File: config.mk
export PLATFORM = sky130hd
export DESIGN_NAME = load_cell_adc_weigh_reader_unit
export DESIGN_NICKNAME = d
export VERILOG_FILES = /design/src/lcwr_pkg.sv /design/src/lcwr_ctrl.sv /design/src/lcwr_datapath.sv /design/src/load_cell_adc_weigh_reader_unit.sv
export SDC_FILE = /design/constraint.sdc
export NUM_CORES = 1
export LEC_CHECK = 0
export BUFFER_PORTS_ARGS = -buffer_cell sky130_fd_sc_hd__buf_4
export CAP_MARGIN = 15
export CORE_MARGIN = 2
export CORE_UTILIZATION = 30
export CTS_BUF_LIST = sky130_fd_sc_hd__clkbuf_4 sky130_fd_sc_hd__clkbuf_8
export DETAILED_ROUTE_END_ITERATION = 12
export HOLD_SLACK_MARGIN = 0.15
export PLACE_DENSITY = 0.47
export SLEW_MARGIN = 40
export SYNTH_ARGS = -nofsm -noshare
export SYNTH_HDL_FRONTEND = slang
export SYNTH_SLANG_ARGS = --single-unit
export TNS_END_PERCENT = 10
File: constraint.sdc
create_clock -name clock -period 3.71 [get_ports clock]
set_input_delay 0.742 -clock clock [delete_from_list [all_inputs] [get_ports clock]]
set_output_delay 0.742 -clock clock [all_outputs]
set_load 0.05 [all_outputs]
File: src/lcwr_pkg.sv
// ----------------------------------------------------------------------------
// lcwr_pkg
// Types and constants shared by the load cell weigh reader modules.
// ----------------------------------------------------------------------------
package lcwr_pkg;

   localparam int unsigned RAW_W      = 24;
   localparam int unsigned GRAMS_W    = 14;
   localparam int unsigned DIGIT_W    = 4;
   localparam int unsigned DIVISOR_W  = 16;
   localparam int unsigned BCD_STEPS  = 14;

   localparam logic [GRAMS_W-1:0]   WEIGHT_MAX    = 14'd9999;
   localparam logic [DIVISOR_W-1:0] DIVISOR_RESET = 16'd430;

   localparam logic [1:0] STATUS_OK        = 2'd0;
   localparam logic [1:0] STATUS_TARE      = 2'd1;
   localparam logic [1:0] STATUS_UNDERFLOW = 2'd2;
   localparam logic [1:0] STATUS_SATURATED = 2'd3;

   typedef struct packed {
      logic dout_level;
      logic cmd;
   } req_type;

   typedef struct packed {
      logic               sck_level;
      logic               reading_done;
      logic [1:0]         status_code;
      logic [RAW_W-1:0]   raw_reading;
      logic [GRAMS_W-1:0] weight_grams;
      logic [DIGIT_W-1:0] digit_thousands;
      logic [DIGIT_W-1:0] digit_hundreds;
      logic [DIGIT_W-1:0] digit_tens;
      logic [DIGIT_W-1:0] digit_ones;
   } rsp_type;

   typedef enum logic [2:0] {
      ST_IDLE,
      ST_DIVIDE,
      ST_LOAD_BCD,
      ST_CONVERT,
      ST_DELIVER
   } ctrl_state_type;

   typedef struct packed {
      logic tick;
      logic load_fast;
      logic div_step;
      logic bcd_load;
      logic bcd_step;
      logic load_slow;
   } ctrl_cmd_type;

   typedef struct packed {
      logic out_free;
      logic slow;
      logic div_last;
      logic bcd_last;
   } ctrl_status_type;

endpackage

File: src/lcwr_ctrl.sv
// ----------------------------------------------------------------------------
// lcwr_ctrl
// Sequencer: tick acceptance, divide and BCD conversion steps, result load.
// ----------------------------------------------------------------------------
module lcwr_ctrl (
   input  logic                      clock,
   input  logic                      reset,
   input  logic                      req_valid,
   output logic                      req_stall,
   input  lcwr_pkg::ctrl_status_type status,
   output lcwr_pkg::ctrl_cmd_type    cmd
);

   lcwr_pkg::ctrl_state_type state_ff;
   lcwr_pkg::ctrl_state_type state_in;

   always_ff @(posedge clock) begin
      if (reset) begin
         state_ff <= lcwr_pkg::ST_IDLE;
      end else begin
         state_ff <= state_in;
      end
   end

   always_comb begin
      state_in  = state_ff;
      cmd       = '0;
      req_stall = 1'b1;
      case (state_ff)
         lcwr_pkg::ST_IDLE: begin
            req_stall = !status.out_free;
            if (req_valid && status.out_free) begin
               cmd.tick = 1'b1;
               if (status.slow) begin
                  state_in = lcwr_pkg::ST_DIVIDE;
               end else begin
                  cmd.load_fast = 1'b1;
               end
            end
         end
         lcwr_pkg::ST_DIVIDE: begin
            cmd.div_step = 1'b1;
            if (status.div_last) begin
               state_in = lcwr_pkg::ST_LOAD_BCD;
            end
         end
         lcwr_pkg::ST_LOAD_BCD: begin
            cmd.bcd_load = 1'b1;
            state_in     = lcwr_pkg::ST_CONVERT;
         end
         lcwr_pkg::ST_CONVERT: begin
            cmd.bcd_step = 1'b1;
            if (status.bcd_last) begin
               state_in = lcwr_pkg::ST_DELIVER;
            end
         end
         lcwr_pkg::ST_DELIVER: begin
            if (status.out_free) begin
               cmd.load_slow = 1'b1;
               state_in      = lcwr_pkg::ST_IDLE;
            end
         end
         default: begin
            state_in = lcwr_pkg::ST_IDLE;
         end
      endcase
   end

endmodule

File: src/lcwr_datapath.sv
// ----------------------------------------------------------------------------
// lcwr_datapath
// Serial read state, tare, restoring divider, BCD converter, result register.
// ----------------------------------------------------------------------------
module lcwr_datapath #(
   parameter int unsigned SAMPLE_BITS = 24
) (
   input  logic                               clock,
   input  logic                               reset,
   input  lcwr_pkg::req_type                  req_data,
   output logic                               rsp_valid,
   input  logic                               rsp_stall,
   output lcwr_pkg::rsp_type                  rsp_data,
   input  logic                               csr_valid,
   input  logic [lcwr_pkg::DIVISOR_W-1:0]     csr_data,
   input  lcwr_pkg::ctrl_cmd_type             cmd,
   output lcwr_pkg::ctrl_status_type          status
);

   localparam int unsigned W   = SAMPLE_BITS;
   localparam int unsigned PW  = $clog2(SAMPLE_BITS + 2);
   localparam int unsigned CW  = $clog2(SAMPLE_BITS);
   localparam int unsigned DW  = lcwr_pkg::DIVISOR_W;
   localparam int unsigned GW  = lcwr_pkg::GRAMS_W;
   localparam int unsigned RW  = lcwr_pkg::RAW_W;
   localparam int unsigned QW  = SAMPLE_BITS + lcwr_pkg::GRAMS_W;
   localparam int unsigned BW  = 4 * lcwr_pkg::DIGIT_W;

   logic          phase_ff, phase_in;
   logic          clock_high_ff, clock_high_in;
   logic [PW-1:0] pulse_ff, pulse_in;
   logic [W-1:0]  shift_ff, shift_in;
   logic [W-1:0]  tare_ff, tare_in;
   logic          tare_pending_ff, tare_pending_in;
   logic [DW-1:0] divisor_ff;
   logic [W-1:0]  raw_ff;
   logic [W-1:0]  dvd_ff;
   logic [DW-1:0] rem_ff;
   logic [CW-1:0] div_cnt_ff;
   logic [GW-1:0] bin_ff;
   logic [GW-1:0] grams_ff;
   logic [BW-1:0] bcd_ff;
   logic [3:0]    bcd_cnt_ff;
   logic [1:0]    status_ff;
   logic          rsp_valid_ff;
   lcwr_pkg::rsp_type rsp_ff;

   logic          sck, done, tare_now;
   logic [1:0]    fast_status;
   logic [W-1:0]  raw;
   logic [W-1:0]  diff;
   logic [RW+W-1:0] raw_ext, raw_ff_ext;
   logic [DW-1:0] div_eff;
   logic [DW:0]   rem_sh;
   logic          qbit;
   logic [QW-1:0] q_ext;
   logic          q_sat;
   logic [BW-1:0] bcd_adj;

   assign tare_now = tare_pending_ff | req_data.cmd;

   always_comb begin
      phase_in      = phase_ff;
      clock_high_in = clock_high_ff;
      pulse_in      = pulse_ff;
      shift_in      = shift_ff;
      sck           = 1'b0;
      done          = 1'b0;
      raw           = '0;
      if (!phase_ff) begin
         clock_high_in = 1'b0;
         if (!req_data.dout_level) begin
            phase_in = 1'b1;
            pulse_in = '0;
            shift_in = '0;
         end
      end else if (!clock_high_ff) begin
         clock_high_in = 1'b1;
         sck           = 1'b1;
      end else begin
         clock_high_in = 1'b0;
         if (pulse_ff < PW'(SAMPLE_BITS)) begin
            shift_in = {shift_ff[W-2:0], req_data.dout_level};
         end
         pulse_in = pulse_ff + 1'b1;
         if (pulse_ff == PW'(SAMPLE_BITS)) begin
            phase_in = 1'b0;
            pulse_in = '0;
            done     = 1'b1;
            raw      = shift_ff ^ {1'b1, {(W-1){1'b0}}};
         end
      end
   end

   always_comb begin
      tare_in         = tare_ff;
      tare_pending_in = tare_now;
      fast_status     = lcwr_pkg::STATUS_OK;
      if (done) begin
         if (tare_now) begin
            tare_in         = raw;
            tare_pending_in = 1'b0;
            fast_status     = lcwr_pkg::STATUS_TARE;
         end else if (raw < tare_ff) begin
            fast_status = lcwr_pkg::STATUS_UNDERFLOW;
         end
      end
   end

   assign diff    = raw - tare_ff;
   assign raw_ext    = {{RW{1'b0}}, raw};
   assign raw_ff_ext = {{RW{1'b0}}, raw_ff};

   assign div_eff = (divisor_ff == '0) ? DW'(1) : divisor_ff;
   assign rem_sh  = {rem_ff, dvd_ff[W-1]};
   assign qbit    = rem_sh >= {1'b0, div_eff};

   assign q_ext = {{GW{1'b0}}, dvd_ff};
   assign q_sat = q_ext > QW'(lcwr_pkg::WEIGHT_MAX);

   always_comb begin
      bcd_adj = bcd_ff;
      for (int d = 0; d < 4; d++) begin
         if (bcd_ff[4*d +: 4] >= 4'd5) begin
            bcd_adj[4*d +: 4] = bcd_ff[4*d +: 4] + 4'd3;
         end
      end
   end

   always_ff @(posedge clock) begin
      if (reset) begin
         phase_ff        <= 1'b0;
         clock_high_ff   <= 1'b0;
         pulse_ff        <= '0;
         shift_ff        <= '0;
         tare_ff         <= '0;
         tare_pending_ff <= 1'b1;
      end else if (cmd.tick) begin
         phase_ff        <= phase_in;
         clock_high_ff   <= clock_high_in;
         pulse_ff        <= pulse_in;
         shift_ff        <= shift_in;
         tare_ff         <= tare_in;
         tare_pending_ff <= tare_pending_in;
      end
   end

   always_ff @(posedge clock) begin
      if (reset) begin
         divisor_ff <= lcwr_pkg::DIVISOR_RESET;
      end else if (csr_valid) begin
         divisor_ff <= csr_data;
      end
   end

   always_ff @(posedge clock) begin
      if (reset) begin
         div_cnt_ff <= '0;
         bcd_cnt_ff <= '0;
      end else begin
         if (cmd.tick) begin
            div_cnt_ff <= '0;
         end else if (cmd.div_step) begin
            div_cnt_ff <= div_cnt_ff + 1'b1;
         end
         if (cmd.bcd_load) begin
            bcd_cnt_ff <= '0;
         end else if (cmd.bcd_step) begin
            bcd_cnt_ff <= bcd_cnt_ff + 1'b1;
         end
      end
   end

   always_ff @(posedge clock) begin
      if (cmd.tick) begin
         raw_ff <= raw;
         dvd_ff <= diff;
         rem_ff <= '0;
      end else if (cmd.div_step) begin
         dvd_ff <= {dvd_ff[W-2:0], qbit};
         rem_ff <= qbit ? DW'(rem_sh - {1'b0, div_eff}) : rem_sh[DW-1:0];
      end
      if (cmd.bcd_load) begin
         bin_ff    <= q_sat ? lcwr_pkg::WEIGHT_MAX : q_ext[GW-1:0];
         grams_ff  <= q_sat ? lcwr_pkg::WEIGHT_MAX : q_ext[GW-1:0];
         status_ff <= q_sat ? lcwr_pkg::STATUS_SATURATED : lcwr_pkg::STATUS_OK;
         bcd_ff    <= '0;
      end else if (cmd.bcd_step) begin
         bcd_ff <= {bcd_adj[BW-2:0], bin_ff[GW-1]};
         bin_ff <= {bin_ff[GW-2:0], 1'b0};
      end
   end

   always_ff @(posedge clock) begin
      if (reset) begin
         rsp_valid_ff <= 1'b0;
      end else if (cmd.load_fast || cmd.load_slow) begin
         rsp_valid_ff <= 1'b1;
      end else if (!rsp_stall) begin
         rsp_valid_ff <= 1'b0;
      end
   end

   always_ff @(posedge clock) begin
      if (cmd.load_fast) begin
         rsp_ff.sck_level       <= sck;
         rsp_ff.reading_done    <= done;
         rsp_ff.status_code     <= fast_status;
         rsp_ff.raw_reading     <= raw_ext[RW-1:0];
         rsp_ff.weight_grams    <= '0;
         rsp_ff.digit_thousands <= '0;
         rsp_ff.digit_hundreds  <= '0;
         rsp_ff.digit_tens      <= '0;
         rsp_ff.digit_ones      <= '0;
      end else if (cmd.load_slow) begin
         rsp_ff.sck_level       <= 1'b0;
         rsp_ff.reading_done    <= 1'b1;
         rsp_ff.status_code     <= status_ff;
         rsp_ff.raw_reading     <= raw_ff_ext[RW-1:0];
         rsp_ff.weight_grams    <= grams_ff;
         rsp_ff.digit_thousands <= bcd_ff[15:12];
         rsp_ff.digit_hundreds  <= bcd_ff[11:8];
         rsp_ff.digit_tens      <= bcd_ff[7:4];
         rsp_ff.digit_ones      <= bcd_ff[3:0];
      end
   end

   assign rsp_valid = rsp_valid_ff;
   assign rsp_data  = rsp_ff;

   assign status.out_free = !rsp_valid_ff || !rsp_stall;
   assign status.slow     = done && !tare_now && (raw >= tare_ff);
   assign status.div_last = div_cnt_ff == CW'(SAMPLE_BITS - 1);
   assign status.bcd_last = bcd_cnt_ff == 4'(lcwr_pkg::BCD_STEPS - 1);

endmodule

File: src/load_cell_adc_weigh_reader_unit.sv
// ----------------------------------------------------------------------------
// load_cell_adc_weigh_reader_unit
// Bridge converter serial reader with tare, gram scaling and BCD digits.
// ----------------------------------------------------------------------------
// Each req transaction is one half-period tick of the converter serial clock
// with the sampled data line level and a tare request bit. Each tick returns
// exactly one rsp transaction with the clock level to drive next and, on the
// tick that ends the gain pulse, the finished reading.
// A tick that completes no divided reading gives its result in the
// registered output the cycle after acceptance; one tick per cycle is taken
// while the output register is free. A tick that completes a reading needing
// scaling runs a restoring divider, one quotient bit per cycle, then a 14-step
// binary to BCD converter; req_stall is high until its result is loaded.
// The csr channel writes grams_divisor (0 acts as 1); csr_ready is always
// high. Write it only while the block is idle.
// Reset (synchronous) sets the read idle, arms a tare capture, loads the
// divisor default and empties the output register.
// When rsp_stall holds, the result stays in the output register; the next
// tick is still accepted in the cycle the result is taken.
// ----------------------------------------------------------------------------
module load_cell_adc_weigh_reader_unit #(
   parameter int unsigned SAMPLE_BITS = 24
) (
   input  logic                           clock,
   input  logic                           reset,
   input  logic                           req_valid,
   output logic                           req_stall,
   input  lcwr_pkg::req_type              req_data,
   output logic                           rsp_valid,
   input  logic                           rsp_stall,
   output lcwr_pkg::rsp_type              rsp_data,
   input  logic                           csr_valid,
   output logic                           csr_ready,
   input  logic [lcwr_pkg::DIVISOR_W-1:0] csr_data
);

   lcwr_pkg::ctrl_cmd_type    cmd;
   lcwr_pkg::ctrl_status_type status;

   assign csr_ready = 1'b1;

   lcwr_ctrl u_ctrl (
      .clock     (clock),
      .reset     (reset),
      .req_valid (req_valid),
      .req_stall (req_stall),
      .status    (status),
      .cmd       (cmd)
   );

   lcwr_datapath #(
      .SAMPLE_BITS (SAMPLE_BITS)
   ) u_datapath (
      .clock     (clock),
      .reset     (reset),
      .req_data  (req_data),
      .rsp_valid (rsp_valid),
      .rsp_stall (rsp_stall),
      .rsp_data  (rsp_data),
      .csr_valid (csr_valid),
      .csr_data  (csr_data),
      .cmd       (cmd),
      .status    (status)
   );

endmodule

## Yosys cells after proc, flatten, opt, wreduce, memory -nomap -nowiden

Index checks and enable logic that the tools add are counted.

- Register bits: 253
- Bits of input ports: 23
- Output and inout port bits: 61
- Logic and storage cells: 138

- Add/sub/neg operators: 9
- Order comparisons: 9
- Equality and inequality tests: 16
- Mux-type cells: 55
- Bitwise gates (word level): 2
- Reduce and logical (&&, ||, !) cells: 20

Operator list:

| kind | number |
|---|---|
| two-way mux 24 bit | 9 |
| two-way mux 58 bit | 2 |
| two-way mux 14 bit | 3 |
| two-way mux 16 bit | 2 |
| greater-or-equal comparator 24 bit | 1 |
| > comparator 24 x 14 -> 1 bit, second input constant | 1 |
| < comparator 24 bit | 1 |
| subtractor 24 bit | 1 |
| two-way mux 5 bit | 4 |
| two-way mux 1 bit | 19 |
| two-way mux 3 bit | 6 |
| greater-or-equal comparator 17 x 16 -> 1 bit | 1 |
| greater-or-equal comparator 4 x 3 -> 1 bit, second input constant | 4 |
| zero test 16 bit | 1 |
| subtractor 16 bit | 1 |
| one-hot mux 3 bit (5 select lines) | 1 |
| adder 4 x 2 -> 4 bit, second input constant | 3 |
| two-way mux 2 bit | 6 |
| two-way mux 4 bit | 3 |
| adder 5 x 1 -> 5 bit, second input constant | 2 |
| == test 5 bit, second input constant | 2 |
| != test 2 bit, second input constant | 5 |
| != test 2 x 1 -> 1 bit, second input constant | 4 |
| == test 3 x 2 -> 1 bit, second input constant | 2 |
| other kinds (17) | 27 |

## Longest topological paths before layout

- Depth in word-level cells: 11
- Depth in mapped cells: 17
- Mapped depth without buffers: 15

## Hierarchy

Synthesis repeated with hierarchy kept, for this count alone.

- Cells, all modules: 1292
- Area, all modules: 12410.7 µm²

By module, submodules not included:

| module | instances | cells each | area each (µm²) | sequential area each (µm²) |
|---|---|---|---|---|
| lcwr_datapath | 1 | 1269 | 12184.2 | 6035.8 |
| lcwr_ctrl | 1 | 21 | 215.2 | 60.1 |
| load_cell_adc_weigh_reader_unit | 1 | 2 | 11.3 | 0.0 |

## Worst setup path after synthesis

Ideal clock, no wire load.

- Path kind: register -> register
- From: register u_datapath.pulse_ff[0]
- To: register u_datapath.rsp_ff (netlist bit u_datapath.rsp_data[56]), data pin
- Setup time: 254 ps
- Data arrival time: 3518 ps
- Required time: 3456 ps
- Path slack: -62 ps
- Cell stages (with the launch flop): 17
- Buffers on the path: 1
- Period minus slack after synthesis: 3772 ps
- Path through: dfxtp_1 > inv_1 > ha_1 > nand4b_1 > nor2_1 > clkbuf_1 > nand2_1 > ha_1 > fa_1 > nor2b_1 > o31ai_1 > a2bb2oi_1 > o21ai_0 > nand4_1 > a21oi_1 > or2_2 > o21a_1

- Longest elaborated chain between the ends: 10
- Elaborated cells on any way between the ends: 14
- Classes of those cells: order compare: 1; eq/ne: 1; mux: 10; reduce/logical: 2

Ends and longest elaborated chain:

| item | RTL line | text |
|---|---|---|
| start, declared | lcwr_datapath.sv:31 | `logic [PW-1:0] pulse_ff, pulse_in;` |
| start signal, assigned | lcwr_datapath.sv:141 | `pulse_ff <= pulse_in;` |
| == test 5 bit * | lcwr_datapath.sv:86 | `if (pulse_ff == PW'(SAMPLE_BITS)) begin` |
| two-way mux 24 bit or two-way mux 1 bit (tied branches) | lcwr_datapath.sv:86 |  |
| two-way mux 24 bit or two-way mux 1 bit (tied branches) | lcwr_datapath.sv:77 | `end else if (!clock_high_ff) begin` |
| two-way mux 24 bit or two-way mux 1 bit (tied branches) | lcwr_datapath.sv:70 | `if (!phase_ff) begin` |
| greater-or-equal comparator 24 bit or logical AND 1 bit (tied branches) | lcwr_datapath.sv:232 | `assign status.slow = done && !tare_now && (raw >= tare_ff);` |
| logical AND 1 bit | lcwr_datapath.sv:232 |  |
| two-way mux 1 bit | lcwr_ctrl.sv:34 | `if (status.slow) begin` |
| two-way mux 2 bit | lcwr_ctrl.sv:32 | `if (req_valid && status.out_free) begin` |
| two-way mux 2 bit | lcwr_ctrl.sv:29 | `case (state_ff)` |
| two-way mux 58 bit * | lcwr_datapath.sv:205 | `if (cmd.load_fast) begin` |
| end, declared | lcwr_datapath.sv:46 | `lcwr_pkg::rsp_type rsp_ff;` |

Every way passes the cells marked *; elsewhere a longest branch is shown, timed or not.
A chain may end at the register's enable or synchronous reset.

## Worst setup path after layout

- From: register u_datapath.pulse_ff[1]
- To: register u_datapath.dvd_ff[20], data pin

- Longest elaborated chain between the ends: 6

Ends and longest elaborated chain:

| item | RTL line | text |
|---|---|---|
| == test 5 bit | lcwr_datapath.sv:86 |  |
| two-way mux 24 bit | lcwr_datapath.sv:86 |  |
| two-way mux 24 bit | lcwr_datapath.sv:77 |  |
| two-way mux 24 bit | lcwr_datapath.sv:70 |  |
| via u_datapath.raw[7] | lcwr_datapath.sv:50 | `logic [W-1:0] raw;` |
| subtractor 24 bit | lcwr_datapath.sv:110 | `assign diff = raw - tare_ff;` |
| two-way mux 24 bit | lcwr_datapath.sv:175 | `if (cmd.tick) begin` |
| end signal, assigned | lcwr_datapath.sv:177 | `dvd_ff <= diff;` |
| end signal, assigned | lcwr_datapath.sv:180 | `dvd_ff <= {dvd_ff[W-2:0], qbit};` |
| end, declared | lcwr_datapath.sv:37 | `logic [W-1:0] dvd_ff;` |

The timed path passes the listed nets, and every way through them passes these cells.

==> impl_metrics.ini <==
[placement]
io_buffers = 82
placed_cells = 1856
gp_congestion = 0.816
hpwl_um = 21500

[sta]
fmax_mhz = 290
clock_skew_ns = 0.0366
hold_viol = 0
slew_viol_final = 0
setup_violations = 0
maxSlewHeadroom_pct = 51.4
fin_crit_sh_pct = 93.0
tightest_slew_ns = 0.722
layout_min_cycle_time_ns = 3.45
final.setup.tns_ns = 0
rsz0062_at_grt = false

[finish]
synthToLayoutAreaGrowth_pct = 20.7
multi_input_area_mm2 = 0.00550
diodes = 0
layout-drive-gt1-share_pct = 18.1
layout_commonest_cell = nand2_1
fillers = 4042
fin_nets = 1457
layout_common_cells = 215 x nand2_1, 147 x dfxtp_1, 128 x buf_4, 116 x a21oi_1, 105 x edfxtp_1
register_area_mm2 = 0.00610
instances_no_fill = 1939

[route]
vias = 9207
drc = 0
ant_nets = 0
drtIter0Drc = 497
drtPass1Iterations = 5
wirelength_um = 30600
avgRoutedWirePerCell_um = 15.8
routed_via_density = 4.75

[synthesis]
ys_warn_count = 0
synth.avg_cell_area_um2 = 9.50
synthTopCellsByArea = edfxtp_1 26%, dfxtp_1 24%, nand2_1 6.7%
yosys.area.top_type = edfxtp_1
ys_types = 72
syn_inst = 1266
synthArstFlopShare_pct = 0
yosysSeqAreaShare_pct = 50.7
synth.cell_area_mm2 = 0.0120
synth_nets = 1344
synth_top_area_share_pct = 26.2
ys.flop_type = dfxtp_1
synth-edff-count = 105
ys_ff_latch = 252

[worst_setup_path]
crit_fanout = 10
cp.required_ns = 4.00
critPathArrivalTime_ns = 3.74
max_stage_delay_ns = 0.44
path_class = reg -> reg
worst_setup_path_start_kind = register
cp_slowest_cell = a2111oi_2
endpoint_kind = register
cp_cell_sequence = inv_1 > ha_1 > nand4b_1 > nor2_2 > buf_4 > and2_1 > ha_1 > a2111oi_2 > a2bb2oi_2 > buf_4 > a41oi_1 > and3b_1 > a21oi_1 > o41a_1

[floorplanning]
ios = 84
die_h_um = 204
start_util_pct = 30.3
dieArea_mm2 = 0.0417
placementRows = 73
core_mm2 = 0.0396
die_x_um = 204

[clocking]
cts_buffer_depth = 3
clockRootBuffer = clkbuf_8
path_clk_slew_ns = 0.05
post_cts_buffers = 0
hold_buffers = 0
cts_tree = done
clock_sinks = 252
htreeDepth = 2
cts_resized = 0
clock_latency_ns = 0.59
numCtsBuffers = 46

[global_routing]
antenna_found_initial = 0
grt_pass1_vias = 9019
grt_max_degree = 49
grt_pass1_wl_um = 49300
grt_usage_pct = 14.8
globalRouteOverflowTotal = 0

[job]
max_cap_violations = 0

[pwr]
p_int_uw = 4800
p_clk_share_pct = 45.9
switchingPower_uw = 1480
peakVddDrop_v = 0.000164
swShare_pct = 23.6
power_frac_comb_pct = 6.2
seqPwrFrac_pct = 47.9
cellLeakagePower_uw = 0.00574
power_density_mw_per_mm2 = 433

[outcome]
status = completed

[min_path]
worstHoldPathType = in -> reg
cell type report:
cell class              instances  area share, %
clock buffers                  78           6.45
clock inverters                 5          0.534
inverters                      68           1.76
multi-input cells             881           37.9
flip-flops and latches        252           42.0
well taps                     525           4.52
repair buffers                130           6.89
synthesized netlist by cell type (6+ instances only):
cell	n
o211ai_1	7
a21oi_1	117
a31oi_1	11
ha_1	53
o21a_1	7
nand3_1	39
nor4_1	13
nand2_1	216
xnor2_1	26
nand2b_1	17
dfxtp_1	147
nor3_1	19
o21bai_1	7
o21ai_1	7
nor2_1	61
and2_1	31
mux2_2	12
buf_2	6
clkbuf_1	53
inv_1	67
xor2_1	19
nand4_1	11
mux2i_1	29
a22o_1	25
a21o_1	16
edfxtp_1	105
o21ai_0	61
o31ai_1	8
flip-flops by register name (all words and copies together) (netlist names), 3 cells and up:
signal / count
u_datapath.pulse_ff: 5
u_datapath.rsp_data: 58
u_ctrl.state_ff: 3
u_datapath.bcd_cnt_ff: 4
u_datapath.div_cnt_ff: 5
u_datapath.dvd_ff: 24
u_datapath.grams_ff: 14
u_datapath.divisor_ff: 16
u_datapath.rem_ff: 16
u_datapath.bin_ff: 14
u_datapath.tare_ff: 24
u_datapath.bcd_ff: 16
u_datapath.shift_ff: 24
u_datapath.raw_ff: 24
critical path: cells and delay by family, from the launching register on:
kind                       cells  cell delay [ns]
AOI/OAI and AO/OA              5             1.27
DFF                            1             0.32
adders and majority gates      2             0.42
buffers and inverters          3             0.44
and+or+nand+nor                4             0.73
power groups by stage:
stage / combinational, uW / clock, uW / sequential (uW)
floorplan: 209 / 0 / 3100
global placement: 395 / 0 / 3070
detailed placement: 395 / 0 / 3070
CTS: 397 / 2980 / 3010
global route: 431 / 3090 / 3010
finish: 390 / 2880 / 3010
cell families (layout without fill, tap and decap cells):
group	count (synthesis)	in the layout	share of synthesized area [%]
and+or+nand+nor	431	431	16.2
buffers and inverters	133	281	4.31
DFF	252	252	50.7
AOI/OAI and AO/OA	308	308	16.1
xor gates and xnor gates	45	45	3.28
adders and majority gates	55	55	5.85
other	1	1	0.0312
muxes	41	41	3.54
routing by layer:
| layer | part of all wire (%) | up-vias | routed length [um] | track usage [%] |
|---|---|---|---|---|
| met2 | 45 | 154 | 13700 | 23.4 |
| li1 | - | 4708 | - | - |
| met5 | 0 | - | 0 | 0 |
| met3 | 4.4 | 46 | 1330 | 2.73 |
| met4 | 2.0 | 0 | 626 | 4.50 |
| met1 | 49 | 4299 | 15000 | 20.4 |
final timing paths:
kind / from / endpoint / slack [ns] / depth (start not counted)
max: u_datapath.pulse_ff[1]$_SDFFE_PP0P_ / u_datapath.dvd_ff[20]$_DFFE_PP_ / 0.26 / 14
max reg2reg: u_datapath.pulse_ff[1]$_SDFFE_PP0P_ / u_datapath.dvd_ff[20]$_DFFE_PP_ / 0.26 / 14
min: csr_data[7] / u_datapath.divisor_ff[7]$_SDFFE_PP1P_ / 0.41 / 3
min reg2reg: u_datapath.rsp_data[23]$_SDFFE_PP0P_ / u_datapath.rsp_data[23]$_SDFFE_PP0P_ / 0.45 / 2
metrics by stage:
step / total power (uW) / instance area (um2) / util (%) / hold WS (ns) / worst slack, ns
3_5_place_dp: 3460 / 13500 / 33.9 / 0.448 / 0.0989
5_1_grt: 6540 / 14500 / 36.6 / 0.385 / 0.0153
6_report: 6280 / 14500 / 36.6 / 0.407 / 0.261
4_1_cts: 6380 / 14500 / 36.5 / 0.374 / 0.114
2_1_floorplan: 3310 / 12000 / - / 0.436 / 0.000499
3_3_place_gp: 3460 / 13500 / 33.9 / 0.442 / 0.138
No activity file was read; power rests on OpenSTA's default activity.
